==> config.mk <==
export PLATFORM = sky130hd
export DESIGN_NAME = multi_zone_hysteresis_thermostat
export DESIGN_NICKNAME = d
export VERILOG_FILES = /design/src/hw/rtl/mzht_pkg.sv /design/src/hw/rtl/mzht_zone.sv /design/src/hw/rtl/multi_zone_hysteresis_thermostat.sv
export SDC_FILE = /design/constraint.sdc
export NUM_CORES = 1
export LEC_CHECK = 0
export BUFFER_PORTS_ARGS = -buffer_cell sky130_fd_sc_hd__buf_2
export CORE_AREA = 5 5 286 288
export DETAILED_ROUTE_END_ITERATION = 10
export DIE_AREA = 0 0 291 293
export GPL_TIMING_DRIVEN = 0
export HOLD_SLACK_MARGIN = 0.08
export PLACE_DENSITY = 0.51
export SLEW_MARGIN = 40
export SYNTH_ARGS = -nofsm -noshare
export SYNTH_HDL_FRONTEND = slang
export SYNTH_SLANG_ARGS = --single-unit
==> constraint.sdc <==
create_clock -name clk_i -period 9.35 [get_ports clk_i]
set_clock_uncertainty 0.15 [all_clocks]
set_input_delay 1.87 -clock clk_i [delete_from_list [all_inputs] [get_ports clk_i]]
set_output_delay 1.87 -clock clk_i [all_outputs]
set_load 0.1 [all_outputs]
==> src/hw/rtl/mzht_pkg.sv <==
package mzht_pkg;

  // Zone count and field widths.
  localparam int unsigned ZONES     = 4;
  localparam int unsigned ZONE_W    = 2;
  localparam int unsigned TEMP_W    = 12;
  localparam int unsigned TIME_W    = 32;
  localparam int unsigned MASK_W    = 4;
  localparam int unsigned OUT_W     = 4;
  localparam int unsigned CFG_IDX_W = 2;
  localparam int unsigned CFG_DAT_W = 32;

  // Register reset values.
  localparam logic signed [TEMP_W-1:0] TurnOnTempRst   = 12'sd384;
  localparam logic signed [TEMP_W-1:0] TurnOffTempRst  = 12'sd400;
  localparam logic        [TIME_W-1:0] CheckIntervalRst = 32'd30000;
  localparam logic        [MASK_W-1:0] SensorMaskRst   = 4'hF;

  typedef enum logic [1:0] {
    ACT_TICK        = 2'd0,
    ACT_READING     = 2'd1,
    ACT_SET_MODE    = 2'd2,
    ACT_TOGGLE_MODE = 2'd3
  } action_e;

  typedef enum logic [CFG_IDX_W-1:0] {
    CFG_TURN_ON_TEMP    = 2'd0,
    CFG_TURN_OFF_TEMP   = 2'd1,
    CFG_CHECK_INTERVAL  = 2'd2,
    CFG_SENSOR_MASK     = 2'd3
  } cfg_idx_e;

  // Command presented to one zone for the beat being processed.
  typedef struct packed {
    logic                     fire;
    logic                     tick;
    logic                     reading;
    logic                     set_mode;
    logic                     toggle_mode;
    logic                     mode_req;
    logic [TIME_W-1:0]        now_ms;
    logic signed [TEMP_W-1:0] temperature;
    logic                     temp_valid;
    logic signed [TEMP_W-1:0] turn_on_temp;
    logic signed [TEMP_W-1:0] turn_off_temp;
    logic [TIME_W-1:0]        check_interval;
    logic                     has_sensor;
  } zone_cmd_t;

  // Status a zone reports after the beat.
  typedef struct packed {
    logic relay;
    logic mode;
    logic publish;
  } zone_stat_t;

endpackage

==> src/hw/rtl/mzht_zone.sv <==
module mzht_zone (
  input  logic               clk_i,
  input  logic               rst_ni,
  input  mzht_pkg::zone_cmd_t cmd_i,
  output mzht_pkg::zone_stat_t stat_o
);
  import mzht_pkg::*;

  logic                     relay_q, relay_d;
  logic                     mode_q, mode_d;
  logic [TIME_W-1:0]        stamp_q, stamp_d;
  logic signed [TEMP_W-1:0] temp_q, temp_d;
  logic                     tvalid_q, tvalid_d;

  logic              due;
  logic              checking;
  logic              usable;
  logic              relay_ctl;
  logic              mode_target;
  logic              mode_change;
  logic [TIME_W-1:0] elapsed;

  always_comb begin
    elapsed  = cmd_i.now_ms - stamp_q;
    due      = (stamp_q == '0) || (elapsed >= cmd_i.check_interval);
    checking = cmd_i.fire && cmd_i.tick && mode_q && due;

    // Hysteresis: no sensor, no valid reading or a zero reading holds the relay.
    usable = cmd_i.has_sensor && tvalid_q && (temp_q != '0);
    if (!usable) begin
      relay_ctl = relay_q;
    end else if (relay_q) begin
      relay_ctl = !(temp_q >= cmd_i.turn_off_temp);
    end else begin
      relay_ctl = (temp_q < cmd_i.turn_on_temp);
    end

    mode_target = cmd_i.set_mode ? cmd_i.mode_req : !mode_q;
    mode_change = cmd_i.fire && (cmd_i.set_mode || cmd_i.toggle_mode) &&
                  (mode_target != mode_q);

    relay_d  = relay_q;
    mode_d   = mode_q;
    stamp_d  = stamp_q;
    temp_d   = temp_q;
    tvalid_d = tvalid_q;
    stat_o.publish = 1'b0;

    if (checking) begin
      stamp_d        = cmd_i.now_ms;
      relay_d        = relay_ctl;
      stat_o.publish = (relay_ctl != relay_q);
    end

    if (cmd_i.fire && cmd_i.reading) begin
      temp_d   = cmd_i.temperature;
      tvalid_d = cmd_i.temp_valid;
      stamp_d  = '0;
    end

    if (mode_change) begin
      mode_d         = mode_target;
      stat_o.publish = 1'b1;
      if (mode_target) begin
        stamp_d = '0;
      end else begin
        relay_d = 1'b0;
      end
    end

    stat_o.relay = relay_d;
    stat_o.mode  = mode_d;
  end

  always_ff @(posedge clk_i or negedge rst_ni) begin
    if (!rst_ni) begin
      relay_q  <= 1'b0;
      mode_q   <= 1'b0;
      stamp_q  <= '0;
      temp_q   <= '0;
      tvalid_q <= 1'b0;
    end else begin
      relay_q  <= relay_d;
      mode_q   <= mode_d;
      stamp_q  <= stamp_d;
      temp_q   <= temp_d;
      tvalid_q <= tvalid_d;
    end
  end

endmodule

==> src/hw/rtl/multi_zone_hysteresis_thermostat.sv <==
// Four-zone on/off heating controller with hysteresis. Each input beat is
// one action: a tick carrying the millisecond time, a new temperature
// reading for one zone, or a set or toggle of one zone's mode. Every beat
// yields exactly one result beat holding the relay and mode bits of all
// zones after the action, plus a mask of the zones whose relay or mode
// changed. Throughput is one beat per clock: an accepted beat is held in an
// input register, and when the result register is free or being emptied
// the per-zone compare logic updates the zone state and loads the result
// register. The result beat is offered from that result register, behind
// the input register. A new beat may follow every cycle while out_ready_i
// is high. A stalled result holds the pipeline without losing anything.
// Temperatures are signed 1/16 degree values; the configuration registers
// may only be written while the block is idle.
module multi_zone_hysteresis_thermostat (
  input  logic                                  clk_i,
  input  logic                                  rst_ni,

  // Configuration write port.
  input  logic                                  cfg_we_i,
  input  logic [mzht_pkg::CFG_IDX_W-1:0]        cfg_idx_i,
  input  logic [mzht_pkg::CFG_DAT_W-1:0]        cfg_wdata_i,

  // Input channel.
  input  logic                                  in_valid_i,
  output logic                                  in_ready_o,
  input  logic [1:0]                            action_i,
  input  logic [mzht_pkg::ZONE_W-1:0]           circle_i,
  input  logic [mzht_pkg::TIME_W-1:0]           now_ms_i,
  input  logic signed [mzht_pkg::TEMP_W-1:0]    temperature_i,
  input  logic                                  temp_valid_i,
  input  logic                                  mode_i,

  // Result channel.
  output logic                                  out_valid_o,
  input  logic                                  out_ready_i,
  output logic [mzht_pkg::OUT_W-1:0]            relay_bits_o,
  output logic [mzht_pkg::OUT_W-1:0]            mode_bits_o,
  output logic [mzht_pkg::OUT_W-1:0]            publish_mask_o
);
  import mzht_pkg::*;

  // Configuration registers.
  logic signed [TEMP_W-1:0] turn_on_q;
  logic signed [TEMP_W-1:0] turn_off_q;
  logic [TIME_W-1:0]        interval_q;
  logic [MASK_W-1:0]        sensor_mask_q;

  always_ff @(posedge clk_i or negedge rst_ni) begin
    if (!rst_ni) begin
      turn_on_q     <= TurnOnTempRst;
      turn_off_q    <= TurnOffTempRst;
      interval_q    <= CheckIntervalRst;
      sensor_mask_q <= SensorMaskRst;
    end else if (cfg_we_i) begin
      case (cfg_idx_e'(cfg_idx_i))
        CFG_TURN_ON_TEMP:   turn_on_q     <= cfg_wdata_i[TEMP_W-1:0];
        CFG_TURN_OFF_TEMP:  turn_off_q    <= cfg_wdata_i[TEMP_W-1:0];
        CFG_CHECK_INTERVAL: interval_q    <= cfg_wdata_i[TIME_W-1:0];
        CFG_SENSOR_MASK:    sensor_mask_q <= cfg_wdata_i[MASK_W-1:0];
        default: ;
      endcase
    end
  end

  // Input register stage. It advances whenever the result register is free
  // or being emptied in the same cycle.
  logic                     s1_valid_q;
  logic [1:0]               action_q;
  logic [ZONE_W-1:0]        circle_q;
  logic [TIME_W-1:0]        now_q;
  logic signed [TEMP_W-1:0] temp_q;
  logic                     tvalid_q;
  logic                     mode_req_q;
  logic                     s1_fire;
  logic                     out_valid_q;

  assign s1_fire    = s1_valid_q && (!out_valid_q || out_ready_i);
  assign in_ready_o = !s1_valid_q || s1_fire;

  always_ff @(posedge clk_i or negedge rst_ni) begin
    if (!rst_ni) begin
      s1_valid_q <= 1'b0;
    end else if (in_ready_o) begin
      s1_valid_q <= in_valid_i;
    end
  end

  always_ff @(posedge clk_i) begin
    if (in_valid_i && in_ready_o) begin
      action_q   <= action_i;
      circle_q   <= circle_i;
      now_q      <= now_ms_i;
      temp_q     <= temperature_i;
      tvalid_q   <= temp_valid_i;
      mode_req_q <= mode_i;
    end
  end

  // Per-zone state and compare logic. Zones beyond the sensor mask width
  // count as having no sensor; a circle value naming no zone selects none.
  logic [ZONES-1:0] relay_vec;
  logic [ZONES-1:0] mode_vec;
  logic [ZONES-1:0] pub_vec;

  for (genvar z = 0; z < ZONES; z++) begin : g_zone
    zone_cmd_t  cmd;
    zone_stat_t stat;
    logic       sel;
    logic       sensor;

    if (z < MASK_W) begin : g_mask
      assign sensor = sensor_mask_q[z];
    end else begin : g_nomask
      assign sensor = 1'b0;
    end

    always_comb begin
      sel                = (int'(circle_q) == z);
      cmd.fire           = s1_fire;
      cmd.tick           = (action_e'(action_q) == ACT_TICK);
      cmd.reading        = sel && (action_e'(action_q) == ACT_READING);
      cmd.set_mode       = sel && (action_e'(action_q) == ACT_SET_MODE);
      cmd.toggle_mode    = sel && (action_e'(action_q) == ACT_TOGGLE_MODE);
      cmd.mode_req       = mode_req_q;
      cmd.now_ms         = now_q;
      cmd.temperature    = temp_q;
      cmd.temp_valid     = tvalid_q;
      cmd.turn_on_temp   = turn_on_q;
      cmd.turn_off_temp  = turn_off_q;
      cmd.check_interval = interval_q;
      cmd.has_sensor     = sensor;
    end

    mzht_zone u_zone (
      .clk_i  (clk_i),
      .rst_ni (rst_ni),
      .cmd_i  (cmd),
      .stat_o (stat)
    );

    assign relay_vec[z] = stat.relay;
    assign mode_vec[z]  = stat.mode;
    assign pub_vec[z]   = stat.publish;
  end

  // Result register. Only the first four zones appear on the outputs.
  logic [OUT_W-1:0] relay_out_d, mode_out_d, pub_out_d;
  logic [OUT_W-1:0] relay_out_q, mode_out_q, pub_out_q;

  for (genvar b = 0; b < OUT_W; b++) begin : g_out
    if (b < ZONES) begin : g_live
      assign relay_out_d[b] = relay_vec[b];
      assign mode_out_d[b]  = mode_vec[b];
      assign pub_out_d[b]   = pub_vec[b];
    end else begin : g_pad
      assign relay_out_d[b] = 1'b0;
      assign mode_out_d[b]  = 1'b0;
      assign pub_out_d[b]   = 1'b0;
    end
  end

  always_ff @(posedge clk_i or negedge rst_ni) begin
    if (!rst_ni) begin
      out_valid_q <= 1'b0;
    end else if (s1_fire) begin
      out_valid_q <= 1'b1;
    end else if (out_ready_i) begin
      out_valid_q <= 1'b0;
    end
  end

  always_ff @(posedge clk_i) begin
    if (s1_fire) begin
      relay_out_q <= relay_out_d;
      mode_out_q  <= mode_out_d;
      pub_out_q   <= pub_out_d;
    end
  end

  assign out_valid_o    = out_valid_q;
  assign relay_bits_o   = relay_out_q;
  assign mode_bits_o    = mode_out_q;
  assign publish_mask_o = pub_out_q;

endmodule
==> results.py, run 1 <==
metrics = {
    "critical_path": {
        "critPathCaptureType": "register",
        "cp_max_fo": 10,
        "required_ps": 9430,
        "worstSetupStartpointType": "register",
        "worstPathArrival_ps": 7470,
        "path_class": "register to register",
    },
    "detailed_routing": {
        "routedWlPerCell_um": 18.3,
        "drtAntennaViolNets": 0,
        "num_vias": 18400,
        "drt-initial-drc-count": 890,
        "wirelength_um": 68300,
        "viasPerCell": 4.95,
        "drc": 0,
        "firstDrtPassIters": 5,
    },
    "power_and_ir_drop": {
        "power_density_mw_per_mm2": 289,
        "p_total_mw": 7.70,
        "p_leak_nw": 11.8,
        "ir_drop_v": 0.000156,
    },
    "placed_design": {
        "port_buffers": 102,
        "hpwl_um": 56100,
        "placed_cells": 3654,
        "preCtsSetupSlack_ps": 2040,
        "place_congestion": 0.844,
    },
    "layout": {
        "final_util_pct": 33.9,
        "drive_above_1_share_pct": 12.0,
        "antennaDiodeCount": 0,
        "nNetsFinal": 3082,
        "syn_to_final_growth_pct": 13.9,
        "fin_cells": 3724,
    },
    "synthesis": {
        "syn_inst": 2496,
        "netlist_top_cells_area": "dfrtp_1, ha_1, edfxtp_1",
        "synth_edf_count": 62,
        "ys_seq_area_share_pct": 34.8,
        "synthMuxAreaShare_pct": 6.30,
        "yosysUniqueCellTypes": 80,
        "synthSimpleGateAreaFrac_pct": 13.2,
        "synth_top_family_by_area": "adder cells",
        "ys_ff_latch": 312,
        "avgSynthCellArea_um2": 9.36,
        "syn_area_mm2": 0.0234,
        "synth_compound_area_share_pct": 17.9,
        "synth_fa_ha_area_share_pct": 18.8,
        "yosysWarnings": 0,
        "synthXorXnorAreaFrac_pct": 4.31,
        "yosys.area.top_type": "dfrtp_1",
        "synth_flop_cell": "dfrtp_1",
        "synth_top_area_share_pct": 25.1,
        "synth_nets": 2933,
        "async_flop_share_pct": 80.1,
    },
    "global_route": {
        "grt_pass1_wl_um": 106000,
        "grtUsageTotal_pct": 15.7,
        "grt_antenna_before_repair": 4,
        "grt_overflow_total": 0,
        "grt_max_degree": 72,
        "grt_pass1_vias": 18700,
    },
    "sta": {
        "setup_ws_ps": 1960,
        "setup_violations": 0,
        "period_needed_ps": 7390,
        "period_share_pct": 79.1,
        "slew_violations": 0,
        "relSlewSlack_pct": 40.7,
        "worst_pin_slew_ps": 884,
        "timing.fmax_ghz": 0.135,
        "final_hold_viol_count": 0,
        "fin_setup_tns_ps": 0,
        "rsz0062_at_grt": "no",
    },
    "floorplanning": {
        "die_y_um": 293,
        "boundaryPins": 103,
        "start_util_pct": 29.7,
        "fp.dieArea_mm2": 0.0853,
        "die_w_um": 291,
        "core_area_mm2": 0.0786,
        "rows": 103,
    },
    "hold_path": {
        "hold_class": "register to register",
    },
    "cts": {
        "htreeDepth": 2,
        "numClockSinks": 312,
        "post_cts_buffers": 0,
        "clk_pin_slew_ps": 60,
        "insertion_delay_ps": 550,
        "tritoncts": "yes",
        "cts_inserted_buffers": 38,
        "clockBufferDepth": 3,
        "cts-root-buf": "clkbuf_16",
        "cts_resized": 0,
        "cts.hold.buffers_added": 0,
    },
    "status": {
        "status": "complete, no violations",
    },
    "job": {
        "drv_cap": 0,
    },
}
## per-stage QoR
step                hold slack, ps  area, um^2
global route                   367       26600
CTS                            352       26600
detailed placement             344       25400
finish                         345       26600
global placement               338       25200
floorplan                      300       23400
## worst max-delay path, cell delays in order (launching register included)
cell and delay (ps):
edfxtp_1 620, inv_1 310, ha_1 200, inv_1 50
fa_1 420, a211oi_1 250, o21bai_1 140, a221o_2 390
a22o_1 250, a211oi_1 440, o21ai_0 300, o21ai_0 340
nor2b_1 200, xnor2_1 130, ha_1 260, a21o_1 160
a21oi_1 360, o211ai_1 150, nor2_1 150, o2111ai_1 180
o2111a_1 200, clkbuf_2 290, buf_2 360, a311oi_1 750
## kinds of logic (layout without fill, tap and decap cells)
group	Yosys count	count (layout)
AOI/OAI and AO/OA	646	646
xor gates and xnor gates	115	115
adders and majority gates	348	348
buffers and inverters	286	464
DFF	312	312
muxes	135	135
and+or+nand+nor	654	654
## area by class of cell
| cell class | count | area (um^2) |
|---|---|---|
| flip-flops and latches | 312 | 8140 |
| fillers | 8159 | 52000 |
| clock buffers | 43 | 1010 |
| repair buffers | 109 | 649 |
| well taps | 1050 | 1310 |
| multi-input cells | 1898 | 14200 |
| clock inverters | 26 | 230 |
| inverters | 233 | 875 |
| plain buffers | 53 | 211 |
## metal layers
| layer | global-route usage [%] | wire length, um |
|---|---|---|
| met5 | 0 | 0 |
| met3 | 2.09 | 2400 |
| met1 | 20.7 | 31700 |
| met2 | 27.5 | 32400 |
| met4 | 4.01 | 1720 |
## synth_stat cells, types with 28 or more instances
library cell and instances:
nor3_1 38, o21ai_0 132, xor2_1 29, inv_1 233, o31ai_1 43, clkbuf_1 45, nand2b_1 28, xnor2_1 86
a21o_1 97, nand2_1 187, ha_1 344, a21oi_1 179, mux2i_1 38, nor2_1 197, nor4_1 49, edfxtp_1 62
dfrtp_1 234, nand4_1 44, nand3_1 32, mux2_2 97
## cells in the final DEF (no fill, tap or decap), drive strengths merged, types with 88 or more instances in the layout
| cell type | n |
|---|---|
| inv | 236 |
| ha | 344 |
| dfrtp | 234 |
| nor2 | 197 |
| a21o | 98 |
| mux2 | 97 |
| o21ai | 136 |
| a21oi | 181 |
| clkbuf | 88 |
| nand2 | 187 |
| buf | 117 |
## final timing paths
| path | to | cells past startpoint | slack, ps | start |
|---|---|---|---|---|
| setup / recovery | relay_bits_o[1] | 23 | 1960 | now_q[0] |
| hold reg to reg | g_zone[0].u_zone.relay_q | 1 | 340 | g_zone[0].u_zone.relay_q |
| min in group asynchronous | g_zone[3].u_zone.stamp_q[1] | 1 | 1060 | rst_ni |
| max in group asynchronous | sensor_mask_q[2] | 4 | 6490 | rst_ni |
| hold / removal | g_zone[0].u_zone.relay_q | 1 | 340 | g_zone[0].u_zone.relay_q |
| setup reg to reg | relay_bits_o[1] | 23 | 1960 | now_q[0] |
## registers in the layout, summed over array words and instances (netlist names), 12 cells and up
signal,flops
g_zone.u_zone.stamp_q,128
g_zone.u_zone.temp_q,48
interval_q,32
now_q,32
temp_q,12
turn_off_q,12
turn_on_q,12
## where the power goes
group          total [mW]  internal [mW]  switching (mW)
logic                4.13           1.79            2.34
registers            2.08           1.75           0.335
clock network        1.49          0.866           0.623
No activity file was read; power rests on OpenSTA's default activity.
==> inputs of run 2 (changes only) <==
--- a/config.mk
+++ b/config.mk
@@ -11,7 +11,7 @@
 export DIE_AREA = 0 0 291 293
 export GPL_TIMING_DRIVEN = 0
 export HOLD_SLACK_MARGIN = 0.08
-export PLACE_DENSITY = 0.51
+export PLACE_DENSITY = 0.53
 export SLEW_MARGIN = 40
 export SYNTH_ARGS = -nofsm -noshare
 export SYNTH_HDL_FRONTEND = slang
==> constraint.sdc (replaced) <==
create_clock -name clk_i -period 6.8 [get_ports clk_i]
set_clock_uncertainty 0.15 [all_clocks]
set_input_delay 1.36 -clock clk_i [delete_from_list [all_inputs] [get_ports clk_i]]
set_output_delay 1.36 -clock clk_i [all_outputs]
set_load 0.1 [all_outputs]
==> results.py, run 2 (same netlist as run 1, synthesis figures left out) <==
metrics = {
    "sta": {
        "timing.fmax_ghz": 0.155,
        "final_hold_viol_count": 0,
        "slew_violations": 0,
        "relSlewSlack_pct": 48.7,
        "period_share_pct": 94.9,
        "period_needed_ps": 6450,
        "rsz0062_at_grt": "no",
        "worst_pin_slew_ps": 750,
        "setup_violations": 0,
    },
    "placed_design": {
        "placed_cells": 3654,
        "place_congestion": 0.847,
        "hpwl_um": 55800,
        "port_buffers": 102,
        "placed_area_mm2": 0.0254,
    },
    "global_route": {
        "grt_overflow_total": 0,
        "grt_max_degree": 72,
        "grt_pass1_vias": 18600,
        "grt.busiest_layer": "met2",
        "grtUsageTotal_pct": 15.8,
        "grt_pass1_wl_um": 106000,
        "met1_usage_pct": 21.1,
        "use_met2_pct": 27.6,
        "grt_util_met3_pct": 1.77,
        "grt_antenna_before_repair": 6,
    },
    "layout": {
        "syn_to_final_growth_pct": 14.6,
        "layout_common_cells": "ha_1, dfrtp_1, inv_1",
        "nNetsFinal": 3083,
        "drive_above_1_share_pct": 12.3,
        "final_common_cell": "ha_1",
        "stdcell_area_mm2": 0.0268,
        "regMostFlops": "g_zone.u_zone.stamp_q",
        "antennaDiodeCount": 0,
        "largestRegisters": "g_zone.u_zone.stamp_q: 128 flops, g_zone.u_zone.temp_q: 48 flops",
        "fin_cells": 3727,
        "final_util_pct": 34.1,
        "largest_reg_flops": 128,
    },
    "critical_path": {
        "required_ps": 7000,
        "worstPathArrival_ps": 6650,
        "crit_path_max_incr_delay_ps": 540,
        "path_class": "register to register",
        "reg2reg_to": "relay_bits_o[1]",
        "worstSetupStartpointType": "register",
        "cp_max_fo": 10,
        "cpMostUsedCell": "a21o_1",
        "cpMaxStageDelayCell": "edfxtp_1",
        "reg2reg_depth": 24,
        "regToRegStartpoint": "now_q[0]",
        "crit_chain": "inv_1 > ha_1 > inv_1 > fa_1 > a211oi_1 > o21bai_1 > a221o_2 > a22o_1 > a211oi_2 > o21ai_0 > a21o_1 > a211oi_1 > nor2_1 > ha_1 > a21o_1 > a21o_1 > a21oi_1 > o211ai_1 > nor2_1 > o2111ai_1 > o2111a_1 > clkbuf_2 > clkbuf_4 > a311oi_4",
        "critPathCaptureType": "register",
        "reg2reg_slack_ps": 350,
    },
    "detailed_routing": {
        "routedWlPerCell_um": 18.5,
        "drt-initial-drc-count": 963,
        "firstDrtPassIters": 5,
        "drtAntennaViolNets": 0,
        "viasPerCell": 5.00,
        "wirelength_um": 69000,
        "drc": 0,
        "num_vias": 18600,
    },
    "cts": {
        "cts.hold.buffers_added": 0,
        "insertion_delay_ps": 570,
        "numClockSinks": 312,
        "cts_inserted_buffers": 39,
        "htreeDepth": 2,
        "cts-root-buf": "clkbuf_16",
        "clockBufferDepth": 3,
        "clk_pin_slew_ps": 60,
        "tritoncts": "yes",
    },
    "hold_path": {
        "min_path_cells": 1,
        "hold_path_end": "interval_q[28]",
        "hold_class": "register to register",
        "min-delay-start": "interval_q[28]",
    },
    "floorplanning": {
        "die_y_um": 293,
        "die_w_um": 291,
        "core_area_mm2": 0.0786,
        "boundaryPins": 103,
        "fp.dieArea_mm2": 0.0853,
        "rows": 103,
        "start_util_pct": 29.7,
    },
    "power_and_ir_drop": {
        "power_density_mw_per_mm2": 402,
        "clock_power_share_pct": 20.1,
        "p_sw_mw": 4.58,
        "switching_share_pct": 42.6,
        "share_seq_of_total_power_pct": 26.7,
        "p_leak_nw": 11.8,
        "combPwrFrac_pct": 53.2,
        "ir_drop_v": 0.000224,
        "p_total_mw": 10.8,
        "internal_power_mw": 6.17,
    },
    "job": {
        "drv_cap": 0,
    },
    "status": {
        "status": "complete, no violations",
    },
}
## run 2: changes by cell type in the layout (fill, tap and decap cells not counted), sizes merged
cell      change
clkbuf        +7
buf           -1
clkinvlp      -3
## run 2: worst max-delay path: cells and delay by family (launching register included)
family	cells	cell delay [ps]
and+or+nand+nor	2	250
DFF	1	540
adders and majority gates	3	820
AOI/OAI and AO/OA	15	3520
buffers and inverters	4	940
## run 2: how the worst max path moves through the flow
stage                        start         endpoint  slack, ps
after detailed placement  now_q[0]  relay_bits_o[1]       -220
final                     now_q[0]  relay_bits_o[1]        350
after global placement      rst_ni    turn_off_q[1]       -720
after global routing      now_q[0]  relay_bits_o[1]          7
after CTS                 now_q[0]  relay_bits_o[1]         10
after floorplan           now_q[0]  relay_bits_o[1]       1820
## run 2: routing by layer
layer / up-vias / part of all wire [%]
li1: 9369 / -
met1: 8884 / 47
met2: 301 / 48
met3: 83 / 3.1
met4: 2 / 2.3
met5: - / 0.016
## run 2: timing repair
item,in CTS,in global routing
pin swaps,0,1
gates resized for setup,4,8
buffers inserted,0,1
endpoints found under the setup margin,8,64
## run 2: metrics by stage
step	setup WS (ps)	setup TNS, ps	hold slack [ps]
6_report	346	0	354
5_1_grt	6.73	0	363
4_1_cts	13.2	0	355
3_5_place_dp	-223	-605	343
3_3_place_gp	-722	-157390	338
2_1_floorplan	1820	0	300
## run 2: final cells by class
cell class                      instances  area, um^2
Timing Repair Buffer                  109         658
Buffer                                 53         215
Clock inverter                         23         213
Sequential cell                       312        8140
Clock buffer                           49        1120
Inverter                              233         875
Multi-Input combinational cell       1898       14200
Fill cell                            8137       51800
Tap cell                             1050        1310
## run 2: power by group through the flow
stage	combinational, mW	clock (mW)	sequential, mW
floorplan	4.28	0	2.77
detailed placement	5.70	0	2.91
finish	5.72	2.16	2.87
CTS	5.75	2.24	2.87
global route	6.54	2.29	2.93
global placement	5.64	0	2.90
==> inputs of run 3 (changes only) <==
--- a/config.mk
+++ b/config.mk
@@ -6,13 +6,15 @@
 export NUM_CORES = 1
 export LEC_CHECK = 0
 export BUFFER_PORTS_ARGS = -buffer_cell sky130_fd_sc_hd__buf_2
-export CORE_AREA = 5 5 286 288
+export CORE_AREA = 5 5 292 294
 export DETAILED_ROUTE_END_ITERATION = 10
-export DIE_AREA = 0 0 291 293
+export DIE_AREA = 0 0 297 299
 export GPL_TIMING_DRIVEN = 0
 export HOLD_SLACK_MARGIN = 0.08
 export PLACE_DENSITY = 0.53
 export SLEW_MARGIN = 40
 export SYNTH_ARGS = -nofsm -noshare
 export SYNTH_HDL_FRONTEND = slang
+export SYNTH_HIERARCHICAL = 1
 export SYNTH_SLANG_ARGS = --single-unit
+export TNS_END_PERCENT = 20
==> results.py, run 3 <==
metrics = {
    "floorplanning": {
        "core_area_mm2": 0.0826,
        "die_y_um": 299,
        "die_w_um": 297,
        "boundaryPins": 103,
        "fp.dieArea_mm2": 0.0888,
        "start_util_pct": 29.6,
        "rows": 106,
    },
    "detailed_routing": {
        "drtAntennaViolNets": 0,
        "dr.max_layer_used": "met4",
        "wl_met3_um": 2300,
        "routedWlPerCell_um": 17.5,
        "wirelength_um": 67400,
        "num_vias": 18800,
        "drc": 0,
        "wl_met1_um": 33900,
        "drt-initial-drc-count": 1080,
        "firstDrtPassIters": 6,
        "viasPerCell": 4.88,
        "dr_wl_met2_um": 29900,
    },
    "critical_path": {
        "crit_path_start": "now_q[0]",
        "regToRegStartpoint": "now_q[0]",
        "crit_path_max_incr_delay_ps": 690,
        "worstPathArrival_ps": 6550,
        "path_class": "register to register",
        "cp_max_fo": 8,
        "required_ps": 6950,
        "crit_chain": "inv_1 > ha_1 > inv_1 > fa_1 > a21o_1 > a21oi_1 > o21bai_1 > a21oi_1 > o21a_1 > a31oi_1 > a41oi_1 > o211ai_1 > xor2_1 > ha_1 > nor2b_1 > o21ai_0 > o21ai_0 > a2111oi_2 > o22ai_1 > a21oi_4 > o21ai_0 > o211a_1 > buf_4",
        "critPathCaptureType": "register",
        "cpMaxStageDelayCell": "edfxtp_1",
        "worstSetupStartpointType": "register",
        "cpMostUsedCell": "o21ai_0",
    },
    "layout": {
        "n_fill_cell": 8554,
        "largestRegisters": "g_zone.u_zone/stamp_q: 128 flops, g_zone.u_zone/temp_q: 48 flops",
        "seqCellArea_mm2": 0.00814,
        "regMostFlops": "g_zone.u_zone/stamp_q",
        "drive_above_1_share_pct": 13.6,
        "layout_common_cells": "inv_1, ha_1, dfrtp_1",
        "final_common_cell": "inv_1",
        "stdcell_area_mm2": 0.0280,
        "largest_reg_flops": 128,
        "nNetsFinal": 3167,
        "multi_input_area_mm2": 0.0147,
        "syn_to_final_growth_pct": 14.2,
        "fin_cells": 3843,
    },
    "cts": {
        "htreeDepth": 2,
        "tritoncts": "yes",
        "clockBufferDepth": 3,
        "cts.hold.buffers_added": 0,
        "cts_inserted_buffers": 40,
        "insertion_delay_ps": 560,
        "post_cts_buffers": 0,
        "clk_pin_slew_ps": 60,
        "cts-root-buf": "clkbuf_16",
        "numClockSinks": 312,
    },
    "placed_design": {
        "preCtsSetupSlack_ps": 280,
        "hpwl_um": 54400,
        "port_buffers": 102,
        "placed_area_mm2": 0.0265,
        "place_congestion": 0.838,
        "placed_cells": 3768,
    },
    "power_and_ir_drop": {
        "power_density_mw_per_mm2": 410,
        "p_leak_nw": 13.7,
        "ir_drop_v": 0.000160,
    },
    "synthesis": {
        "yosysMostFrequentCell": "inv_1",
        "yosysWarnings": 6,
        "synth_nets": 3017,
        "yosys.area.top_type": "dfrtp_1",
        "syn_area_mm2": 0.0245,
        "syn_inst": 2580,
        "synth_top_area_share_pct": 23.9,
        "synth_flop_cell": "dfrtp_1",
        "synth_edf_count": 62,
        "netlist_top_cells_area": "dfrtp_1, ha_1, edfxtp_1",
        "async_flop_share_pct": 80.1,
        "avgSynthCellArea_um2": 9.49,
        "ys_seq_area_share_pct": 33.2,
        "ys_ff_latch": 312,
        "synth_common_cells": "inv_1, ha_1, dfrtp_1",
        "yosysUniqueCellTypes": 84,
    },
    "sta": {
        "timing.fmax_ghz": 0.156,
        "setup_violations": 0,
        "final_hold_viol_count": 0,
        "setup_ws_ps": 395,
        "period_needed_ps": 6400,
        "slew_violations": 0,
        "worst_pin_slew_ps": 736,
        "period_share_pct": 94.2,
        "rsz0062_at_grt": "no",
        "relSlewSlack_pct": 50.8,
        "whs_ps": 327,
    },
    "status": {
        "status": "complete, no violations",
    },
    "hold_path": {
        "hold_class": "register to register",
        "min-delay-start": "s1_valid_q",
    },
    "global_route": {
        "grt_antenna_before_repair": 7,
        "grt_max_degree": 50,
        "grt_pass1_wl_um": 105000,
        "grt_pass1_vias": 17900,
        "grt_overflow_total": 0,
        "grtUsageTotal_pct": 14.9,
    },
    "job": {
        "drv_cap": 0,
    },
}
run 3: area by class of cell:
cell class	instances	share of cell area (%)
Clock inverter	19	0.855
Inverter	379	5.09
Sequential cell	312	29.1
Timing Repair Buffer	108	2.40
Clock buffer	55	4.27
Antenna cell	1	0.00895
Tap cell	1080	4.83
Multi-Input combinational cell	1843	52.5
Buffer	46	0.948
run 3: report_power, final:
group	switching, mW	total, mW	leakage (nW)	internal (mW)
combinational	3.31	6.08	9.20	2.77
sequential	0.636	3.07	3.79	2.44
clock	0.885	2.31	0.699	1.42
total	4.83	11.5	13.7	6.63
run 3: worst paths after layout:
check | slack [ps] | to | cells past startpoint
max in group asynchronous | 4490 | sensor_mask_q[3] | 5
min in group asynchronous | 510 | g_zone[1].u_zone/stamp_q[4] | 1
worst max-delay path | 400 | relay_bits_o[2] | 23
worst min-delay path | 330 | out_valid_o | 1
worst min register to register | 330 | out_valid_o | 1
worst max register to register | 400 | relay_bits_o[2] | 23
run 3: cell families after synthesis:
kind of cell	after synthesis	share of synthesized area, %
buf+inv	425	6.89
simple gates	579	11.9
xor+xnor	114	4.08
flops	312	33.2
fa+ha+maj	348	17.9
compound gates	559	15.5
mux	243	10.5
run 3: what timing repair did:
item | 4_1_cts | 5_1_grt
gates resized for setup | 0 | 3
endpoints found under the setup margin | 0 | 93
endpoints found under the hold margin | 0 | 0
run 3: critical path: cells and delay by family, from the launching register on:
kind | cells | cell delay [ps]
AOI/OAI and AO/OA | 15 | 3780
adders and majority gates | 3 | 860
DFF | 1 | 690
buffers and inverters | 3 | 340
xor gates and xnor gates | 1 | 170
and+or+nand+nor | 1 | 130
run 3: routing by layer:
layer / global-route usage (%) / vias to the layer above
met3: 1.57 / 65
li1: - / 9492
met1: 21.7 / 8874
met2: 23.8 / 319
met4: 3.22 / 0
met5: 0 / -
run 3: per-stage QoR:
stage                     util (%)  power (mW)  TNS [ps]
after global placement        31.9        9.03   -186930
after global routing          33.8        12.5         0
after CTS                     33.8        11.5         0
final                         33.8        11.5         0
after detailed placement      32.1        9.09         0
after floorplan                  -        7.57         0
